<file path="src/sv/potl_pkg.sv">
`timescale 1ns / 1ps

package potl_pkg;

    localparam int CAPACITY_DEF = 32;

    localparam int MODE_W  = 3;
    localparam int ID_W    = 16;
    localparam int PRI_W   = 8;
    localparam int STAT_W  = 2;
    localparam int OCNT_W  = 6;

    // request modes
    localparam logic [MODE_W-1:0] M_FRONT    = 3'd0;
    localparam logic [MODE_W-1:0] M_BACK     = 3'd1;
    localparam logic [MODE_W-1:0] M_PRIO     = 3'd2;
    localparam logic [MODE_W-1:0] M_REMOVE   = 3'd3;
    localparam logic [MODE_W-1:0] M_COMPLETE = 3'd4;

    // result status
    localparam logic [STAT_W-1:0] ST_OK       = 2'd0;
    localparam logic [STAT_W-1:0] ST_NOTFOUND = 2'd1;
    localparam logic [STAT_W-1:0] ST_FULL     = 2'd2;

    typedef struct packed {
        logic [ID_W-1:0]  id;
        logic [PRI_W-1:0] pri;
    } t_entry;

    typedef enum logic [3:0] {
        S_IDLE = 4'b0001,
        S_INS  = 4'b0010,
        S_REM  = 4'b0100,
        S_DONE = 4'b1000
    } t_state;

endpackage

</file>
<file path="src/sv/priority_ordered_task_list.sv">
`timescale 1ns / 1ps
// channel   valid        ready        payload
// request   i_in_valid   o_in_ready   i_mode, i_task_id, i_priority_req
// result    o_out_valid  i_out_ready  o_status, o_entry_count, o_done_valid,
//                                     o_done_id, o_done_priority
//
// an insert or remove makes one pass over all entries held in the entry memory,
// one entry per cycle on its single read port
// a full-list insert or an unused mode skips the pass and goes straight to the result
// reset clears the count and control only; entries are never read before written
// a new request beat is taken while an earlier result still waits on the output
// a result that finds the output register full holds the block until it drains

module priority_ordered_task_list #(
    parameter int CAPACITY = potl_pkg::CAPACITY_DEF
) (
    input  logic                        i_clk,
    input  logic                        i_rst_n,
    input  logic                        i_in_valid,
    output logic                        o_in_ready,
    input  logic [potl_pkg::MODE_W-1:0] i_mode,
    input  logic [potl_pkg::ID_W-1:0]   i_task_id,
    input  logic [potl_pkg::PRI_W-1:0]  i_priority_req,
    output logic                        o_out_valid,
    input  logic                        i_out_ready,
    output logic [potl_pkg::STAT_W-1:0] o_status,
    output logic [potl_pkg::OCNT_W-1:0] o_entry_count,
    output logic                        o_done_valid,
    output logic [potl_pkg::ID_W-1:0]   o_done_id,
    output logic [potl_pkg::PRI_W-1:0]  o_done_priority
);

    import potl_pkg::*;

    localparam int AW = $clog2(CAPACITY);
    localparam int CW = $clog2(CAPACITY + 1);

    t_entry             r_mem [CAPACITY];
    t_entry             r_rd_data;
    logic               mem_we;
    logic [AW-1:0]      mem_waddr;
    t_entry             mem_wdata;
    logic [AW-1:0]      mem_raddr;

    t_state             r_state, n_state;
    logic [CW-1:0]      r_count, n_count;
    logic [CW-1:0]      r_k, n_k;
    logic [MODE_W-1:0]  r_mode, n_mode;
    logic [ID_W-1:0]    r_id, n_id;
    t_entry             r_carry, n_carry;
    logic               r_found, n_found;
    logic [STAT_W-1:0]  r_status, n_status;
    logic               r_dv, n_dv;
    logic [ID_W-1:0]    r_did, n_did;
    logic [PRI_W-1:0]   r_dpri, n_dpri;

    logic               r_out_valid, n_out_valid;
    logic [STAT_W-1:0]  r_out_status, n_out_status;
    logic [OCNT_W-1:0]  r_out_count, n_out_count;
    logic               r_out_dv, n_out_dv;
    logic [ID_W-1:0]    r_out_did, n_out_did;
    logic [PRI_W-1:0]   r_out_dpri, n_out_dpri;

    logic               at_end;
    logic               hit;

    // entry memory
    always_ff @(posedge i_clk) begin
        if (mem_we) begin
            r_mem[mem_waddr] <= mem_wdata;
        end
        r_rd_data <= r_mem[mem_raddr];
    end

    assign mem_raddr  = (r_state == S_IDLE) ? '0 : AW'(r_k + 1'b1);
    assign at_end     = (r_k == r_count);
    assign hit        = r_found || at_end || (r_mode == M_FRONT) ||
                        ((r_mode == M_PRIO) && (r_rd_data.pri < r_carry.pri));
    assign o_in_ready = (r_state == S_IDLE);

    always_comb begin
        n_state      = r_state;
        n_count      = r_count;
        n_k          = r_k;
        n_mode       = r_mode;
        n_id         = r_id;
        n_carry      = r_carry;
        n_found      = r_found;
        n_status     = r_status;
        n_dv         = r_dv;
        n_did        = r_did;
        n_dpri       = r_dpri;
        n_out_valid  = r_out_valid;
        n_out_status = r_out_status;
        n_out_count  = r_out_count;
        n_out_dv     = r_out_dv;
        n_out_did    = r_out_did;
        n_out_dpri   = r_out_dpri;
        mem_we       = 1'b0;
        mem_waddr    = r_k[AW-1:0];
        mem_wdata    = r_carry;

        if (r_out_valid && i_out_ready) begin
            n_out_valid = 1'b0;
        end

        case (r_state)
            S_IDLE: begin
                if (i_in_valid) begin
                    n_mode   = i_mode;
                    n_id     = i_task_id;
                    n_carry  = '{id: i_task_id, pri: i_priority_req};
                    n_k      = '0;
                    n_found  = 1'b0;
                    n_status = ST_OK;
                    n_dv     = 1'b0;
                    n_did    = '0;
                    n_dpri   = '0;
                    case (i_mode) inside
                        M_FRONT, M_BACK, M_PRIO: begin
                            if (r_count == CW'(CAPACITY)) begin
                                n_status = ST_FULL;
                                n_state  = S_DONE;
                            end else begin
                                n_state  = S_INS;
                            end
                        end
                        M_REMOVE, M_COMPLETE: begin
                            n_state = S_REM;
                        end
                        default: begin
                            n_state = S_DONE;
                        end
                    endcase
                end
            end
            S_INS: begin
                // once placed, each read entry rides one slot back via the carry
                if (hit) begin
                    mem_we    = 1'b1;
                    mem_waddr = r_k[AW-1:0];
                    mem_wdata = r_carry;
                    n_carry   = r_rd_data;
                    n_found   = 1'b1;
                end
                if (at_end) begin
                    n_count = r_count + 1'b1;
                    n_state = S_DONE;
                end else begin
                    n_k = r_k + 1'b1;
                end
            end
            S_REM: begin
                if (at_end) begin
                    if (r_found) begin
                        n_count = r_count - 1'b1;
                    end else begin
                        n_status = ST_NOTFOUND;
                    end
                    n_state = S_DONE;
                end else begin
                    if (r_found) begin
                        mem_we    = 1'b1;
                        mem_waddr = AW'(r_k - 1'b1);
                        mem_wdata = r_rd_data;
                    end else if (r_rd_data.id == r_id) begin
                        n_found = 1'b1;
                        if (r_mode == M_COMPLETE) begin
                            n_dv   = 1'b1;
                            n_did  = r_rd_data.id;
                            n_dpri = r_rd_data.pri;
                        end
                    end
                    n_k = r_k + 1'b1;
                end
            end
            S_DONE: begin
                if (!r_out_valid || i_out_ready) begin
                    n_out_valid  = 1'b1;
                    n_out_status = r_status;
                    n_out_count  = OCNT_W'(r_count);
                    n_out_dv     = r_dv;
                    n_out_did    = r_did;
                    n_out_dpri   = r_dpri;
                    n_state      = S_IDLE;
                end
            end
            default: begin
                n_state = S_IDLE;
            end
        endcase
    end

    always_ff @(posedge i_clk) begin
        if (!i_rst_n) begin
            r_state     <= S_IDLE;
            r_count     <= '0;
            r_out_valid <= 1'b0;
        end else begin
            r_state     <= n_state;
            r_count     <= n_count;
            r_out_valid <= n_out_valid;
        end
    end

    always_ff @(posedge i_clk) begin
        r_k          <= n_k;
        r_mode       <= n_mode;
        r_id         <= n_id;
        r_carry      <= n_carry;
        r_found      <= n_found;
        r_status     <= n_status;
        r_dv         <= n_dv;
        r_did        <= n_did;
        r_dpri       <= n_dpri;
        r_out_status <= n_out_status;
        r_out_count  <= n_out_count;
        r_out_dv     <= n_out_dv;
        r_out_did    <= n_out_did;
        r_out_dpri   <= n_out_dpri;
    end

    assign o_out_valid     = r_out_valid;
    assign o_status        = r_out_status;
    assign o_entry_count   = r_out_count;
    assign o_done_valid    = r_out_dv;
    assign o_done_id       = r_out_did;
    assign o_done_priority = r_out_dpri;

`ifndef SYNTH
    a_count_cap: assert property (@(posedge i_clk) disable iff (!i_rst_n)
        r_count <= CW'(CAPACITY))
        else $error("entry count above capacity");

    a_scan_bound: assert property (@(posedge i_clk) disable iff (!i_rst_n)
        (r_state == S_INS || r_state == S_REM) |-> (r_k <= r_count))
        else $error("scan index past entry count");

    a_shift_addr: assert property (@(posedge i_clk) disable iff (!i_rst_n)
        (r_state == S_REM && r_found) |-> (r_k != '0))
        else $error("remove shift below first entry");

    a_count_step: assert property (@(posedge i_clk) disable iff (!i_rst_n)
        ($past(i_rst_n) && (r_count != $past(r_count))) |->
        ($past(r_state == S_INS) || $past(r_state == S_REM)))
        else $error("entry count changed outside a scan");

    a_done_ok: assert property (@(posedge i_clk) disable iff (!i_rst_n)
        (o_out_valid && o_done_valid) |-> (o_status == ST_OK))
        else $error("completed task reported with error status");
`endif

endmodule

</file>
<file path="config.mk">
export PLATFORM = sky130hd
export DESIGN_NAME = priority_ordered_task_list
export DESIGN_NICKNAME = d
export VERILOG_FILES = /design/src/sv/potl_pkg.sv /design/src/sv/priority_ordered_task_list.sv
export SDC_FILE = /design/constraint.sdc
export NUM_CORES = 1
export LEC_CHECK = 0
export BUFFER_PORTS_ARGS = -buffer_cell sky130_fd_sc_hd__buf_2
export CORE_ASPECT_RATIO = 0.6
export CORE_MARGIN = 3
export CORE_UTILIZATION = 30
export CTS_CLUSTER_DIAMETER = 30
export DETAILED_ROUTE_END_ITERATION = 10
export SYNTH_ARGS = -nofsm -noshare
export SYNTH_HDL_FRONTEND = slang
export SYNTH_SLANG_ARGS = --single-unit
</file>
<file path="constraint.sdc">
create_clock -name i_clk -period 8.8 [get_ports i_clk]
set_input_delay 1.76 -clock i_clk [delete_from_list [all_inputs] [get_ports i_clk]]
set_output_delay 1.76 -clock i_clk [all_outputs]
set_load 0.02 [all_outputs]
</file>
## Word-level counts from Yosys, hierarchy flattened

Memories as Yosys holds them, arrays and structs flattened. A register that Yosys moved wholly into a read port is not among the register bits.
Cells that the tools add are included.

- Input port bits: 31
- Memories: 1
- Bits in writable memories: 768
- Register bits: 121
- Logic and storage cells: 137

- Multiplexer cells: 62
- Add/sub/neg operators: 4
- Reductions and logical operators: 26
- Equal/unequal tests: 25
- Order comparisons: 1

Memory list:

| memory | words | bits a word | read ports | clocked after memory_dff | write ports | line | text |
|---|---|---|---|---|---|---|---|
| r_mem | 32 | 24 | 1 | 1 | 1 | priority_ordered_task_list.sv:38 | `t_entry r_mem [CAPACITY];` |

Operators with widths:

| operator | count |
|---|---|
| 24-bit two-way mux | 5 |
| 16-bit two-way mux | 5 |
| 24-bit case mux with 2 select lines | 1 |
| 8-bit two-way mux | 5 |
| 16-bit case mux with 2 select lines | 1 |
| 6-bit two-way mux | 5 |
| 4-bit two-way mux | 6 |
| 6-bit case mux with 2 select lines | 2 |
| 2-bit inequality test (second input constant) | 11 |
| 5-bit two-way mux | 4 |
| 1-bit two-way mux | 17 |
| 16-bit == test | 1 |
| 8-bit case mux with 2 select lines | 1 |
| 6-bit by 1-bit adder with 6-bit output (second input constant) | 2 |
| 4-bit case mux with 3 select lines | 1 |
| 4-bit AND reduction | 3 |
| 2-bit two-way mux | 5 |
| 3-bit by 2-bit == test with 1-bit output (second input constant) | 3 |
| 3-bit AND reduction | 3 |
| 8-bit less-than comparator | 1 |
| 2-bit nonzero test | 4 |
| 3-bit == test (second input constant) | 2 |
| 6-bit == test | 1 |
| 6-bit == test (second input constant) | 1 |
| 20 further kinds | 28 |

## Depth between registers and ports, before layout

- Depth in word-level cells: 8
- Depth in mapped cells: 13

## Worst setup path before layout

No wires, ideal clock.

- Path kind: register to register
- Start: register r_k[0]
- End: memory r_mem[18][0] (netlist bit), enable pin
- Path slack: 4.279 ns
- Setup time: 0.435 ns
- Buffers on the path: 4
- Cell stages (with the launch flop): 11
- Data arrival time: 4.085 ns
- Required time: 8.365 ns
- Cell sequence: edfxtp_1 > buf_2 > buf_2 > inv_1 > ha_1 > clkbuf_1 > inv_1 > clkbuf_1 > and2_0 > o221ai_1 > nor3_1

- Word-level cells in the longest chain between the ends: 8
- Elaborated cells between the ends (all ways): 13

RTL lines:

| what | line | text |
|---|---|---|
| start, declared | priority_ordered_task_list.sv:47 | `logic [CW-1:0] r_k, n_k;` |
| start signal, assigned | priority_ordered_task_list.sv:207 | `r_k <= n_k;` |
| 6-bit == test | priority_ordered_task_list.sv:76 | `assign at_end = (r_k == r_count);` |
| 1-bit logical OR (3 in series) | priority_ordered_task_list.sv:77 | `assign hit = r_found \|\| at_end \|\| (r_mode == M_FRONT) \|\|` |
| 1-bit two-way mux | priority_ordered_task_list.sv:139 | `if (hit) begin` |
| 1-bit case mux with 2 select lines | priority_ordered_task_list.sv:107 | `case (r_state)` |
| 1-bit two-way mux | priority_ordered_task_list.sv:69 | `if (mem_we) begin` |
| 1-bit two-way mux (implied by the code) | priority_ordered_task_list.sv:70 | `r_mem[mem_waddr] <= mem_wdata;` |
| end, declared | priority_ordered_task_list.sv:38 |  |

Parallel ways exist; a longest one is shown, timed or not.

## Worst setup path after layout

- Start: register r_state[3]
- End: output port o_in_ready

- Word-level cells in the longest chain between the ends: 1

RTL lines:

| what | line | text |
|---|---|---|
| start, declared | priority_ordered_task_list.sv:45 | `t_state r_state, n_state;` |
| start signal, assigned | priority_ordered_task_list.sv:200 | `r_state <= n_state;` |
| 4-bit by 1-bit == test with 1-bit output | priority_ordered_task_list.sv:79 | `assign o_in_ready = (r_state == S_IDLE);` |
| end, declared | priority_ordered_task_list.sv:20 | `output logic o_in_ready,` |

Every way passes these cells.

==> results by group <==
STA
  • Max Fclk: 226 MHz
  • Worst slew margin: -14.1%
  • Unrepaired setup endpoints after global routing: no
  • Final Hold Violating Endpoints: 0
  • Final setup fails: 0
  • Least-Margin Pin Slew: 1690 ps
  • Setup ws final: 4380 ps
  • Final period utilization: 50.2%
  • Fin Hold WS: 418 ps
  • Slew Limit Fails: 2
  • Final setup skew: 25.9 ps
  • Fin crit period: 4420 ps
  • Setup TNS: 0 ps

Worst setup path
  • Slowest-stage cell, CP: or4b_1
  • Maximum fanout along the worst path: 38
  • Reg2reg start: r_k[0]
  • Arr. time, crit path: 2660 ps
  • Crit path buf inv count: 3
  • CP Capture Type: output port
  • Cell family with most CP delay: buffers and inverters
  • Critical-path cell list: or4b_1 -> buf_4 -> clkinv_4 -> buf_2
  • Critical Path RT: 7040 ps
  • Flop2flop setup slack: 4710 ps
  • Worst Setup Start Kind: register
  • Worst setup path start: r_state[3]
  • Largest stage delay, worst path: 530 ps
  • Crit path kind: register to output port

Global route
  • Antenna violations before repair: 7
  • Total grt overflow: 0
  • Largest net degree at the start of global routing: 117
  • Vias in the first global route: 20,073
  • First-pass GRT wire length: 144,000 um
  • GRT Total Usage: 15.9%

Yosys
  • Compound-Gate Fraction of Synth Area: 9.50%
  • Adder-Cell Fraction of Synth Area: 0.505%
  • Syn nets: 2,164
  • Post-synth ARST share: 0%
  • Cell area after synthesis: 36,200 um^2
  • Distinct cells, synth: 81
  • Synthesized instance count: 2,119
  • Avg Synthesized Cell Area: 17.1 um^2
  • Synthesized flop and latch total: 913
  • XOR/XNOR share of the synthesized area: 0.847%
  • Seq/Total Area, Yosys: 74.8%
  • Synth Area in Simple Gates: 4.56%
  • Main synth FF type: edfxtp_1
  • Multiplexer share of the synthesized area: 7.83%
  • Yosys warns: 0
  • Post-synth EDFFs: 878
  • Largest family of logic cells by synthesized area: compound AO/OA/AOI/OAI gates

Placement
  • I/O Buffers: 65
  • Placed Instance Area: 38,700 um^2
  • Post-placement cell count: 3,730
  • Dpl ws: 4630 ps
  • Post-DP HPWL: 65,300 um
  • Gpl congestion: 0.911

Die
  • Die Y: 275 um
  • DIE AREA: 125,000 um^2
  • Die W: 454 um
  • Total core area: 119,000 um^2
  • Starting Density: 30.3%
  • # IOs: 66
  • Core Rows: 98

Clock tree
  • Worst-Skew Late Latency: 700 ps
  • Clock tree buffer depth: 3
  • Hold buffer count at cts: 0
  • Inserted Clock Buffers: 109
  • Post-CTS Resized: 0
  • Post-CTS Setup Inserts: 0
  • CTS tree: yes
  • H-tree levels: 3
  • Clock Tree Root: clkbuf_16
  • Clock Sinks: 913
  • Clock slew at reported path FFs: 60 ps

Power and ir drop
  • Pwr Density: 349 nW/um^2
  • Total Power: 14.9 mW
  • Leakage: 13.7 nW
  • Worst ir drop on vdd: 0.243 mV

Run status
  • Failing checks: max-capacitance violations, max-slew violations
  • Status: finished with violations

Final layout
  • Final cell count without fillers: 3,938
  • Layout cells sized above 1: 25.1%
  • Filler cell count: 11,138
  • Finished Cell Area: 42,500 um^2
  • Nets@finish: 2,286
  • Final core utilization: 35.6%
  • Layout area overhead: 17.5%

Routing
  • Total number of vias: 20,672
  • Routed vias/inst: 5.25
  • Initial DRC Count: 2,553
  • Post-Route WL: 102,000 um
  • Wire per inst: 25.8 um
  • TritonRoute pass-1 iters: 8
  • DRC: 0
  • Remaining antenna violation count after routing: 0

Run
  • Max Cap Viol: 2

Hold path
  • Tightest Hold Check Type: register to register
  • Hold path start: r_dpri[2]
worst paths after layout:
kind	end	depth (start not counted)
setup / recovery	o_in_ready	4
hold / removal	o_done_priority[2]	0
setup reg to reg	r_mem[17][12]	8
hold reg to reg	o_done_priority[2]	0
cells in the mapped netlist (13+ instances only):
master | count | area [um^2]
dfxtp_1 | 35 | 701
a31oi_1 | 30 | 188
ha_1 | 13 | 163
o211ai_2 | 19 | 238
mux2i_1 | 102 | 1020
o22ai_2 | 14 | 175
nand3_1 | 31 | 155
edfxtp_1 | 878 | 26400
a22oi_2 | 19 | 238
o21ai_0 | 61 | 305
mux2_2 | 47 | 529
o221ai_2 | 19 | 285
xnor2_1 | 21 | 184
a21oi_1 | 66 | 330
nor3_1 | 15 | 75.1
o31a_1 | 20 | 175
mux4_2 | 47 | 1060
a211oi_1 | 33 | 248
and2_1 | 26 | 163
o221ai_1 | 30 | 263
mux2_4 | 15 | 225
nor2_1 | 78 | 293
nand2_1 | 147 | 552
clkbuf_1 | 58 | 218
o22ai_1 | 94 | 588
buf_2 | 49 | 245
inv_1 | 19 | 71.3
layout by cell type (no fill, tap or decap), drive strengths merged, types with 5 or more instances in the layout:
cell type and count:
clkinvlp 15, dfxtp 35, nor4 7, a31oi 30, o31a 20, nand2b 7, a21oi 67, bufinv 13
buf 137, nand3 32, o22ai 108, mux4 47, clkinv 43, inv 43, nor2b 8, nand2 151
edfxtp 878, clkbuf 113, nor2 80, mux2 62, ha 13, o221ai 49, a211oi 33, a22oi 21
mux2i 102, a21boi 5, xor2 9, nand4 6, o211ai 28, and2 27, o21ai 62, nor3 16
xnor2 23
where the power goes:
part / switching [mW] / internal, mW / total, mW
Sequential: 0.216 / 5.49 / 5.70
Clock: 1.94 / 2.76 / 4.70
Combinational: 3.21 / 1.25 / 4.46
Total: 5.36 / 9.50 / 14.9
state kept, by name, indices dropped and copies added (netlist names):
signal,cells
r_mem,768
r_carry,24
r_rd_data,24
o_done_id,16
r_did,16
r_id,16
o_done_priority,8
r_dpri,8
o_entry_count,6
r_count,6
r_k,6
r_state,4
r_mode,3
o_status,2
r_status,2
o_done_valid,1
o_out_valid,1
r_dv,1
r_found,1
cell families (layout without fill, tap and decap cells):
logic type	Yosys count	after routing
AND/OR/NAND/NOR	349	349
other	0	2
XOR/XNOR	32	32
AO/OA/AOI/OAI	453	453
multiplexers	211	211
buffers and inverters	147	364
adder cells (fa/ha/maj)	14	14
flip-flops	913	913
metal layers:
metal  vias up  share of wire [%]  wire (um)  track usage, %
met5         -               0.25        259            1.45
met3       140                 15      15300            8.41
li1       8771                  -          -               -
met4         2                2.0       2060            3.72
met1     10714                 42      43000            22.4
met2      1045                 40      41000            21.3
layout make-up:
cell class	count	area, um^2	area share, %
diodes	2	5.00	0.0118
clock buffers	113	2800	6.57
clock inverters	93	1080	2.53
inverters	21	83.8	0.197
multi-input cells	1059	8630	20.3
flip-flops and latches	913	27100	63.6
well taps	1600	2000	4.71
repair buffers	137	878	2.06
No activity file was read; power rests on OpenSTA's default activity.
